===== config.mk =====
export PLATFORM = sky130hd
export DESIGN_NAME = lowest_free_room_allocator_unit_flat
export DESIGN_NICKNAME = d
export VERILOG_FILES = /design/src/sv/lfra_pkg.sv /design/src/sv/lfra_req_if.sv /design/src/sv/lfra_res_if.sv /design/src/sv/lowest_free_room_allocator_unit.sv /design/src/flat_wrapper.sv
export SDC_FILE = /design/constraint.sdc
export NUM_CORES = 2
export LEC_CHECK = 0
export BUFFER_PORTS_ARGS = -buffer_cell sky130_fd_sc_hd__buf_2
export CAP_MARGIN = 20
export CORE_ASPECT_RATIO = 0.75
export CORE_MARGIN = 1.5
export CORE_UTILIZATION = 65
export CTS_BUF_LIST = sky130_fd_sc_hd__clkbuf_4 sky130_fd_sc_hd__clkbuf_8
export DETAILED_ROUTE_END_ITERATION = 12
export GPL_TIMING_DRIVEN = 0
export PLACE_DENSITY = 0.81
export SLEW_MARGIN = 20
export SYNTH_ARGS = -nofsm -noshare
export SYNTH_HDL_FRONTEND = slang
export SYNTH_SLANG_ARGS = --single-unit
export TNS_END_PERCENT = 10

===== constraint.sdc =====
create_clock -name clk -period 8.19 [get_ports clk]
set_clock_uncertainty 0.05 [all_clocks]
set_input_delay 0.819 -clock clk [delete_from_list [all_inputs] [get_ports clk]]
set_output_delay 0.819 -clock clk [all_outputs]
set_load 0.01 [all_outputs]

===== src/sv/lfra_pkg.sv =====
`timescale 1ns / 1ps
`default_nettype none
// ----------------------------------------------------------------------------
// lfra_pkg
// Shared types and constants of the lowest-free-room allocator.
// ----------------------------------------------------------------------------
package lfra_pkg;

  localparam int ROOMS    = 16;
  localparam int ROOM_W   = $clog2(ROOMS);
  localparam int REQ_W    = 32;
  localparam int TIME_W   = 48;
  localparam int CNT_W    = 16;
  localparam int CFG_W    = 5;
  localparam int CFG_RST  = 16;

  typedef struct packed {
    logic [REQ_W-1:0] start_time;
    logic [REQ_W-1:0] end_time;
    logic             last_request;
  } req_t;

  typedef struct packed {
    logic [ROOM_W-1:0] room;
    logic [TIME_W-1:0] actual_start;
    logic              delayed;
    logic [ROOM_W-1:0] busiest_room;
    logic              report_valid;
  } res_t;

  typedef enum logic [2:0] {
    ST_IDLE,
    ST_SCAN,
    ST_WRITE,
    ST_BUMP,
    ST_REPORT,
    ST_DONE
  } state_t;

  // rooms taking part: zero acts as one, anything above ROOMS as ROOMS
  function automatic logic [CFG_W-1:0] active_rooms(input logic [CFG_W-1:0] cfg);
    logic [CFG_W-1:0] n;
    if (cfg == '0) begin
      n = CFG_W'(1);
    end else if (cfg > CFG_W'(ROOMS)) begin
      n = CFG_W'(ROOMS);
    end else begin
      n = cfg;
    end
    return n;
  endfunction

endpackage
`default_nettype wire


===== src/sv/lfra_req_if.sv =====
`timescale 1ns / 1ps
`default_nettype none
// ----------------------------------------------------------------------------
// lfra_req_if
// Request channel: valid/ready handshake carrying one booking request word.
// ----------------------------------------------------------------------------
interface lfra_req_if;
  import lfra_pkg::*;

  logic valid;
  logic ready;
  req_t data;

  modport source (output valid, output data, input ready);
  modport sink (input valid, input data, output ready);

endinterface
`default_nettype wire


===== src/sv/lfra_res_if.sv =====
`timescale 1ns / 1ps
`default_nettype none
// ----------------------------------------------------------------------------
// lfra_res_if
// Result channel: valid/ready handshake carrying one allocation result word.
// ----------------------------------------------------------------------------
interface lfra_res_if;
  import lfra_pkg::*;

  logic valid;
  logic ready;
  res_t data;

  modport source (output valid, output data, input ready);
  modport sink (input valid, input data, output ready);

endinterface
`default_nettype wire


===== src/sv/lowest_free_room_allocator_unit.sv =====
`timescale 1ns / 1ps
`default_nettype none
// ----------------------------------------------------------------------------
// lowest_free_room_allocator_unit
// Books each request into the lowest free room, or delays it into the room
// that frees first; reports the busiest room at the end of a batch.
// ----------------------------------------------------------------------------
//  port      dir  handshake      word
//  in_req    in   valid/ready    start_time, end_time, last_request
//  out_res   out  valid/ready    room, actual_start, delayed, busiest_room,
//                                report_valid
//  cfg_wr_*  in   write enable   rooms_in_use
//
//  A request scans the rooms in use up to the first free one, then writes
//  its finish time and count; the last request of a batch also reads the
//  counts of all rooms in use: finish times and counts sit in 16-entry
//  memories with one read port each, read one room per cycle.
//  Reset clears the per-room valid bits at once, so no clearing pass is run.
//  The result waits in an output register; a new word is taken while it
//  waits, and the block stalls only when the next result finds it still full.
// ----------------------------------------------------------------------------
module lowest_free_room_allocator_unit (
  input  wire logic                       clk,
  input  wire logic                       rst_n,
  lfra_req_if.sink                        in_req,
  lfra_res_if.source                      out_res,
  input  wire logic                       cfg_wr_en,
  input  wire logic [lfra_pkg::CFG_W-1:0] cfg_wr_data
);
  import lfra_pkg::*;

  // config and control
  logic [CFG_W-1:0]  cfg_rooms_r;
  state_t            state_r, state_nxt;
  logic [ROOM_W-1:0] iss_idx_r, iss_idx_nxt;
  logic [ROOM_W-1:0] chk_idx_r, chk_idx_nxt;
  logic              chk_v_r, chk_v_nxt;
  logic              out_vld_r, out_vld_nxt;

  // request context
  logic [REQ_W-1:0]  start_r, start_nxt;
  logic [REQ_W-1:0]  end_r, end_nxt;
  logic [REQ_W-1:0]  dur_r, dur_nxt;
  logic              last_r, last_nxt;
  logic [ROOM_W-1:0] last_idx_r, last_idx_nxt;
  logic [ROOM_W-1:0] early_idx_r, early_idx_nxt;
  logic [TIME_W-1:0] early_val_r, early_val_nxt;
  logic [ROOM_W-1:0] best_idx_r, best_idx_nxt;
  logic [CNT_W-1:0]  best_val_r, best_val_nxt;
  logic [ROOM_W-1:0] pick_r, pick_nxt;
  logic              found_r, found_nxt;
  logic [TIME_W-1:0] actual_r, actual_nxt;
  logic [ROOM_W-1:0] busy_r, busy_nxt;
  res_t              out_data_r, out_data_nxt;

  // memories
  logic [TIME_W-1:0] fin_mem [ROOMS];
  logic [CNT_W-1:0]  cnt_mem [ROOMS];
  logic [ROOMS-1:0]  fin_vld_r;
  logic [ROOMS-1:0]  cnt_vld_r;
  logic [TIME_W-1:0] fin_rd_r;
  logic              fin_rv_r;
  logic [CNT_W-1:0]  cnt_rd_r;
  logic              cnt_rv_r;
  logic [ROOM_W-1:0] fin_ra, cnt_ra;
  logic              fin_we, cnt_we, vld_clr;
  logic [TIME_W-1:0] fin_wd;
  logic [CNT_W-1:0]  cnt_wd;

  // datapath helpers
  logic [TIME_W-1:0] fin_eff;
  logic [CNT_W-1:0]  cnt_eff;
  logic              free_now, e_upd, b_upd;
  logic [ROOM_W-1:0] e_idx_c, b_idx_c;
  logic [TIME_W-1:0] e_val_c;
  logic [CNT_W-1:0]  b_val_c;
  logic [TIME_W:0]   delay_sum;
  logic [CFG_W-1:0]  act_n;

  assign in_req.ready  = (state_r == ST_IDLE);
  assign out_res.valid = out_vld_r;
  assign out_res.data  = out_data_r;

  // never-written entries read as zero
  assign fin_eff   = fin_rv_r ? fin_rd_r : '0;
  assign cnt_eff   = cnt_rv_r ? cnt_rd_r : '0;
  assign free_now  = (fin_eff <= {{(TIME_W-REQ_W){1'b0}}, start_r});
  assign e_upd     = (fin_eff < early_val_r);
  assign e_idx_c   = e_upd ? chk_idx_r : early_idx_r;
  assign e_val_c   = e_upd ? fin_eff : early_val_r;
  assign b_upd     = (cnt_eff > best_val_r);
  assign b_idx_c   = b_upd ? chk_idx_r : best_idx_r;
  assign b_val_c   = b_upd ? cnt_eff : best_val_r;
  assign delay_sum = {1'b0, actual_r} + {{(TIME_W-REQ_W+1){1'b0}}, dur_r};
  assign act_n     = active_rooms(cfg_rooms_r);

  always_comb begin
    state_nxt     = state_r;
    iss_idx_nxt   = iss_idx_r;
    chk_idx_nxt   = chk_idx_r;
    chk_v_nxt     = chk_v_r;
    out_vld_nxt   = out_vld_r;
    start_nxt     = start_r;
    end_nxt       = end_r;
    dur_nxt       = dur_r;
    last_nxt      = last_r;
    last_idx_nxt  = last_idx_r;
    early_idx_nxt = early_idx_r;
    early_val_nxt = early_val_r;
    best_idx_nxt  = best_idx_r;
    best_val_nxt  = best_val_r;
    pick_nxt      = pick_r;
    found_nxt     = found_r;
    actual_nxt    = actual_r;
    busy_nxt      = busy_r;
    out_data_nxt  = out_data_r;
    fin_ra        = iss_idx_r;
    cnt_ra        = (state_r == ST_REPORT) ? iss_idx_r : pick_r;
    fin_we        = 1'b0;
    cnt_we        = 1'b0;
    vld_clr       = 1'b0;
    fin_wd        = '0;
    cnt_wd        = '0;

    if (out_vld_r && out_res.ready) begin
      out_vld_nxt = 1'b0;
    end

    case (state_r)
      ST_IDLE: begin
        if (in_req.valid) begin
          start_nxt     = in_req.data.start_time;
          end_nxt       = in_req.data.end_time;
          last_nxt      = in_req.data.last_request;
          dur_nxt       = (in_req.data.end_time > in_req.data.start_time) ?
                          (in_req.data.end_time - in_req.data.start_time) : '0;
          last_idx_nxt  = ROOM_W'(act_n - CFG_W'(1));
          iss_idx_nxt   = '0;
          chk_v_nxt     = 1'b0;
          early_idx_nxt = '0;
          early_val_nxt = '1;
          state_nxt     = ST_SCAN;
        end
      end
      ST_SCAN: begin
        // read one room per cycle, check the one read the cycle before
        iss_idx_nxt = iss_idx_r + ROOM_W'(1);
        chk_idx_nxt = iss_idx_r;
        chk_v_nxt   = 1'b1;
        if (chk_v_r) begin
          early_idx_nxt = e_idx_c;
          early_val_nxt = e_val_c;
          if (free_now) begin
            pick_nxt   = chk_idx_r;
            found_nxt  = 1'b1;
            actual_nxt = {{(TIME_W-REQ_W){1'b0}}, start_r};
            state_nxt  = ST_WRITE;
          end else if (chk_idx_r == last_idx_r) begin
            pick_nxt   = e_idx_c;
            found_nxt  = 1'b0;
            actual_nxt = e_val_c;
            state_nxt  = ST_WRITE;
          end
        end
      end
      ST_WRITE: begin
        fin_we = 1'b1;
        if (found_r) begin
          fin_wd = {{(TIME_W-REQ_W){1'b0}}, end_r};
        end else begin
          fin_wd = delay_sum[TIME_W] ? '1 : delay_sum[TIME_W-1:0];
        end
        state_nxt = ST_BUMP;
      end
      ST_BUMP: begin
        cnt_we = 1'b1;
        cnt_wd = (cnt_eff == '1) ? cnt_eff : cnt_eff + CNT_W'(1);
        if (last_r) begin
          iss_idx_nxt  = '0;
          chk_v_nxt    = 1'b0;
          best_idx_nxt = '0;
          best_val_nxt = '0;
          state_nxt    = ST_REPORT;
        end else begin
          busy_nxt  = '0;
          state_nxt = ST_DONE;
        end
      end
      ST_REPORT: begin
        iss_idx_nxt = iss_idx_r + ROOM_W'(1);
        chk_idx_nxt = iss_idx_r;
        chk_v_nxt   = 1'b1;
        if (chk_v_r) begin
          best_idx_nxt = b_idx_c;
          best_val_nxt = b_val_c;
          if (chk_idx_r == last_idx_r) begin
            busy_nxt  = b_idx_c;
            vld_clr   = 1'b1;
            state_nxt = ST_DONE;
          end
        end
      end
      ST_DONE: begin
        if (!out_vld_r || out_res.ready) begin
          out_vld_nxt               = 1'b1;
          out_data_nxt.room         = pick_r;
          out_data_nxt.actual_start = actual_r;
          out_data_nxt.delayed      = !found_r;
          out_data_nxt.busiest_room = busy_r;
          out_data_nxt.report_valid = last_r;
          state_nxt                 = ST_IDLE;
        end
      end
      default: begin
        state_nxt = ST_IDLE;
      end
    endcase
  end

  always_ff @(posedge clk) begin
    if (!rst_n) begin
      state_r     <= ST_IDLE;
      out_vld_r   <= 1'b0;
      chk_v_r     <= 1'b0;
      cfg_rooms_r <= CFG_W'(CFG_RST);
      fin_vld_r   <= '0;
      cnt_vld_r   <= '0;
    end else begin
      state_r   <= state_nxt;
      out_vld_r <= out_vld_nxt;
      chk_v_r   <= chk_v_nxt;
      if (cfg_wr_en) begin
        cfg_rooms_r <= cfg_wr_data;
      end
      if (vld_clr) begin
        fin_vld_r <= '0;
        cnt_vld_r <= '0;
      end else begin
        if (fin_we) begin
          fin_vld_r[pick_r] <= 1'b1;
        end
        if (cnt_we) begin
          cnt_vld_r[pick_r] <= 1'b1;
        end
      end
    end
  end

  always_ff @(posedge clk) begin
    iss_idx_r   <= iss_idx_nxt;
    chk_idx_r   <= chk_idx_nxt;
    start_r     <= start_nxt;
    end_r       <= end_nxt;
    dur_r       <= dur_nxt;
    last_r      <= last_nxt;
    last_idx_r  <= last_idx_nxt;
    early_idx_r <= early_idx_nxt;
    early_val_r <= early_val_nxt;
    best_idx_r  <= best_idx_nxt;
    best_val_r  <= best_val_nxt;
    pick_r      <= pick_nxt;
    found_r     <= found_nxt;
    actual_r    <= actual_nxt;
    busy_r      <= busy_nxt;
    out_data_r  <= out_data_nxt;
  end

  // finish time memory, one read and one write port
  always_ff @(posedge clk) begin
    fin_rd_r <= fin_mem[fin_ra];
    fin_rv_r <= fin_vld_r[fin_ra];
    if (fin_we) begin
      fin_mem[pick_r] <= fin_wd;
    end
  end

  // booking count memory, one read and one write port
  always_ff @(posedge clk) begin
    cnt_rd_r <= cnt_mem[cnt_ra];
    cnt_rv_r <= cnt_vld_r[cnt_ra];
    if (cnt_we) begin
      cnt_mem[pick_r] <= cnt_wd;
    end
  end

endmodule
`default_nettype wire


===== src/flat_wrapper.sv =====
// flat-port wrapper written by rule: the top's interface ports become plain ports
module lowest_free_room_allocator_unit_flat import lfra_pkg::*;
  (clk, rst_n, cfg_wr_en, cfg_wr_data, in_req_valid, in_req_data, in_req_ready, out_res_valid, out_res_data, out_res_ready);
  lfra_req_if in_req_i ();
  lfra_res_if out_res_i ();
  input  wire logic clk;
  input  wire logic rst_n;
  input  wire logic cfg_wr_en;
  input  wire logic [lfra_pkg::CFG_W-1:0] cfg_wr_data;
  input wire logic [$bits(in_req_i.valid)-1:0] in_req_valid;
  input wire logic [$bits(in_req_i.data)-1:0] in_req_data;
  output wire logic [$bits(in_req_i.ready)-1:0] in_req_ready;
  output wire logic [$bits(out_res_i.valid)-1:0] out_res_valid;
  output wire logic [$bits(out_res_i.data)-1:0] out_res_data;
  input wire logic [$bits(out_res_i.ready)-1:0] out_res_ready;
  assign in_req_i.valid = in_req_valid;
  assign in_req_i.data = in_req_data;
  assign in_req_ready = in_req_i.ready;
  assign out_res_valid = out_res_i.valid;
  assign out_res_data = out_res_i.data;
  assign out_res_i.ready = out_res_ready;
  lowest_free_room_allocator_unit u_core (.clk(clk), .rst_n(rst_n), .in_req(in_req_i), .out_res(out_res_i), .cfg_wr_en(cfg_wr_en), .cfg_wr_data(cfg_wr_data));
endmodule

Yosys cells after proc, flatten, opt, wreduce, memory -nomap -nowiden --
Memories as Yosys holds them, arrays and structs flattened. A register that Yosys moved wholly into a read port is not among the register bits. Index checks and enable logic that the tools add are counted.
Cells by class: multiplexer cells 66, $add $sub $neg 5, equal/unequal tests 16, $lt $le $gt $ge 9, bitwise logic cells 3, reduce and logical (&&, ||, !) cells 22
Operators with widths (count):
- $mux 48 | 8
- $mux 16 | 6
- $pmux 48 s2 | 1
- $mux 4 | 14
- $add 48x32->49 | 1
- $le 48x32->1 | 1
- $lt 48x48->1 | 1
- $gt 32x32->1 | 1
- $mux 32 | 1
- $or 16x16->16 | 2
- $pmux 16 s2 | 1
- $sub 32x32->32 | 1
- $pmux 4 s2 | 3
- $mux 3 | 7
- $mux 1 | 19
- $pmux 3 s6 | 1
- $add 16x1->16 const B | 1
- $eq 16x16->1 const B | 1
- $gt 16x16->1 | 1
- $lt 4x5->1 const B | 3
- $pmux 4 s3 | 1
- $reduce_and 3->1 | 4
- $ne 2x1->1 const B | 5
- $bmux 1 s4 | 2
- other kinds (24) | 35
Word-level totals: bits of input ports 75, memories 2, output and inout bits 60, RAM bits 1024, register bits after elaboration 340
Memory list:
- u_core.fin_mem | depth 16, bits a word 48, read ports 1, clocked after Yosys merged registers in 1, wr ports 1, RTL line lowest_free_room_allocator_unit.sv:57 | logic [TIME_W-1:0] fin_mem [ROOMS];
- u_core.cnt_mem | depth 16, bits a word 16, read ports 1, clocked after Yosys merged registers in 1, wr ports 1, RTL line lowest_free_room_allocator_unit.sv:58 | logic [CNT_W-1:0] cnt_mem [ROOMS];

Longest topological paths before layout --
depth in word-level cells 6, gate-level depth with buffers 14, gate-level depth less buffers 11

Worst setup path before layout --
Ideal clock, no wire load.
path kind reg-to-reg, from register u_core.fin_rv_r, to register u_core.actual_r[0], enable pin, path slack 1.327 ns, buffers on the path 4, arrival 6.284 ns, clock period less this slack 6.863 ns, stages on the path, launching flop included 14, path through dfxtp_1 > clkbuf_1 > clkbuf_1 > and2_1 > ha_1 > nand4_1 > nor4_1 > nand4_1 > or4_1 > a21bo_2 > buf_4 > buf_4 > nor2_1 > nor3_1
On the way: word-level cells in the longest chain between the ends 4
RTL lines:
- from (decl) | RTL line lowest_free_room_allocator_unit.sv:62 | logic fin_rv_r;
- from (signal assigned) | RTL line lowest_free_room_allocator_unit.sv:271 | fin_rv_r <= fin_vld_r[fin_ra];
- $mux 48 | RTL line lowest_free_room_allocator_unit.sv:85 | assign fin_eff = fin_rv_r ? fin_rd_r : '0;
- $le 48x32->1 | RTL line lowest_free_room_allocator_unit.sv:87 | assign free_now = (fin_eff <= {{(TIME_W-REQ_W){1'b0}}, start_r});
- $reduce_bool 2->1 (no source line)
- $reduce_and 3->1 (no source line)
- to (signal assigned) | RTL line lowest_free_room_allocator_unit.sv:263 | actual_r <= actual_nxt;
- to (decl) | RTL line lowest_free_room_allocator_unit.sv:52 | logic [TIME_W-1:0] actual_r, actual_nxt;
Every way passes these cells. A chain may end at the register's enable or synchronous reset.

Worst setup path after layout --
from register u_core.fin_rv_r, to register u_core.actual_r[22], enable pin
Same word-level chain as after synthesis.

==> reports/metrics.csv <==
stage;metric;value;unit
synthesis;Seq/Total Area, Yosys;0.694;
place;placed cell areas;64400;µm²
synthesis;Post-Synthesis Cell Area;60200;µm²
global_route;grt ovf;0;
detailed_routing;drt initial violations;5279;
sta;max-slew violations;0;
hold_path;WHS Path Cells;1;
floorplanning;die area;94500;µm²
final_layout;final net count;4242;
global_route;largest net degree at the start of global routing;53;
final_layout;post-route design area;68700;µm²
global_route;all-layer global routing usage;0.339;
pwr;peak supply drop;0.191;mV
setup_path;Worst Path Class, Setup;flip-flop to flip-flop;
place;IO buf count;133;
detailed_routing;via count;35500;
hold_path;hold_sp;in_req_data[39];
setup_path;Required @ worst endpoint;8.74;ns
floorplanning;Die X;354;µm
clocking;CTS tree;done;
clocking;post_cts resized;0;
sta;Tcrit/Tclk final;0.799;
synthesis;Synth area leader;edfxtp_1;
synthesis;Synth area leaders;edfxtp_1, mux4_2, dfxtp_1;
clocking;clk sinks;1428;
place;RePlAce Congestion;0.928;
clocking;H-tree depth;4;
synthesis;EDFF count, synth;1320;
detailed_routing;DRC viols;0;
synthesis;Yosys reg bits;1428;
final_layout;most frequent cells in the layout;edfxtp_1, mux4_2, clkbuf_8;
pwr;Leakage;0.0244;µW
pwr;pwr/cell area;252;nW/µm²
sta;relative slew slack;0.228;
final_layout;commonest non-fill, non-tap cell in the layout;edfxtp_1;
floorplanning;I/O pins;135;
final_layout;Layout area overhead;14.2;%
sta;Worst-Margin Slew;1.13;ns
synthesis;share of the synthesized area in the top cell type;0.658;
sta;RSZ-0062 raised after global routing;false;
setup_path;reg-to-reg endpoint;u_core.actual_r[22];
hold_path;hold crit path type;input pin to flip-flop;
final_layout;non-filler instance count after layout;5404;
outcome;status;completed;
place;hpwl dp;109;mm
clocking;Worst-Skew Late Latency;0.92;ns
synthesis;syn_nets;3772;
setup_path;worst r2r src;u_core.fin_rv_r;
setup_path;CP Launch Type;flip-flop;
sta;endpoints failing setup;0;
hold_path;Hold Path Sink;u_core.start_r[6];
final_layout;layout cells sized above 1;0.269;
sta;Achievable Freq;153;MHz
clocking;post-CTS setup buffer count;0;
detailed_routing;routed length per instance;29.1;µm
setup_path;r2r setup slk;1.65;ns
global_route;initial antenna violation count;6;
setup_path;cells on worst reg2reg path;17;
clocking;Clock Tree Buf Depth;3;
detailed_routing;TritonRoute pass-1 iters;7;
synthesis;Yosys cell types;91;
sta;Fin. Hold Viols;0;
clocking;Worst-path clk slew;0.07;ns
place;Placed Instances;5020;
floorplanning;Starting Density;0.657;
synthesis;ys flop type;edfxtp_1;
global_route;first-pass GRT wire length;229;mm
setup_path;Data arrival, critical path;7.09;ns
global_route;number of global-route vias before repair;34900;
sta;setup TNS;0;ns
detailed_routing;Via density;6.57;
detailed_routing;final antenna-violating net count;0;
setup_path;Max FO, Critical Path;10;
floorplanning;height of the die;267;µm
synthesis;synthesized area per cell;17.0;µm²
sta;Final min period;6.54;ns
sta;WHS;0.0467;ns
clocking;clock buffer count from CTS;201;
detailed_routing;Routed WL;157;mm
synthesis;ys async rst share;0;
job;max cap viols;0;
setup_path;Crit. End Element;flip-flop;
synthesis;Mapped Cells;3535;
floorplanning;core area;91600;µm²
floorplanning;Site Rows;96;
clocking;CTS Root Cell;clkbuf_8;
synthesis;warnings from Yosys;0;
critical path, cell delays in order (launching register included):
cell and delay (ns):
dfxtp_1 0.48, clkbuf_1 0.44, clkbuf_1 0.50, and2_1 0.44, ha_1 0.21, nand4_1 0.15
nor4_1 0.56, nand4_1 0.39, or4_1 0.61, a21bo_2 0.24, buf_4 0.22, buf_4 0.23
nor2_1 0.08, nor3_2 0.73, buf_6 0.25, buf_4 0.20, buf_4 0.23, buf_4 0.22
power breakdown:
part	total [µW]	internal (µW)	switching, µW	leakage, µW
sequential	8560	8360	207	0.0128
combinational	3010	1230	1770	0.00935
clock	5770	3040	2730	0.00225
layer usage:
metal	share of wire	global-route usage	wire length (µm)	vias to the layer above
met3	0.14	0.102	22700	315
met5	0	0	0	-
met1	0.39	0.502	60500	17800
li1	-	-	-	14900
met4	0.028	0.106	4390	0
met2	0.44	0.490	69500	2550
logic make-up (layout without fill, tap and decap cells):
group,Yosys count,after routing,share of synthesized area
AO/OA/AOI/OAI,453,453,0.0518
adder cells (fa/ha/maj),163,163,0.0341
XOR/XNOR,71,71,0.0103
flip-flops,1428,1428,0.694
other,0,2,0
multiplexers,388,388,0.130
AND/OR/NAND/NOR,696,696,0.0562
buffers and inverters,336,978,0.0234
through the flow:
stage | util | total power (µW) | setup slack (ns)
after floorplan | - | 10600 | 1.33
after global placement | 0.681 | 11500 | -3.51
after detailed placement | 0.702 | 11600 | 1.86
after CTS | 0.749 | 17300 | 1.81
after global routing | 0.750 | 17900 | 1.57
final | 0.750 | 17300 | 1.65
flip-flops by register name (all words and copies together) (netlist names), 16 cells and up:
register,count
u_core.fin_vld_r,16
u_core.start_r,32
u_core.actual_r,48
u_core.cnt_vld_r,16
u_core.best_val_r,16
u_core.fin_mem,768
u_core.cnt_rd_r,16
u_core.fin_rd_r,48
u_core.early_val_r,48
u_core.dur_r,32
u_core.end_r,32
u_core.cnt_mem,256
u_core.out_res.data,58
layout make-up:
cell class,count,area (µm²)
repair buffers,267,2360
fillers,4995,22900
multi-input cells,1771,17400
plain buffers,151,719
clock buffers,306,3760
clock inverters,69,438
well taps,1225,1530
inverters,185,694
flip-flops and latches,1428,41800
diodes,2,5.00
worst max path at each step:
stage / start / to / slack (ns) / depth (start not counted)
5_1_grt: u_core.fin_rv_r / u_core.actual_r[22] / 1.57 / 17
3_3_place_gp: u_core.fin_rv_r / u_core.actual_r[34] / -3.51 / 13
4_1_cts: u_core.fin_rv_r / u_core.actual_r[24] / 1.81 / 17
2_1_floorplan: u_core.fin_rv_r / u_core.actual_r[0] / 1.33 / 13
3_5_place_dp: u_core.fin_rv_r / u_core.actual_r[23] / 1.86 / 17
6_report: u_core.fin_rv_r / u_core.actual_r[22] / 1.65 / 17
synth_stat cells (27+ instances only):
master       n
edfxtp_1  1320
mux4_2     313
nand2_1    218
inv_1      185
ha_1       160
nor2_1     157
dfxtp_1    108
a21oi_1    101
clkbuf_1    88
and2_1      79
mux2i_1     68
nor3_1      61
o21a_1      52
o21ai_1     47
a21o_1      46
o21ai_0     46
xnor2_1     44
buf_2       36
a211oi_1    35
nand3_1     33
nand4_1     30
a31oi_1     28
xor2_1      27
repair_timing:
action                                  4_1_cts  5_1_grt
endpoints found under the hold margin         6        0
hold buffers                                  6        0
endpoints found under the setup margin        0        0
(Power assumes the default switching activity.)
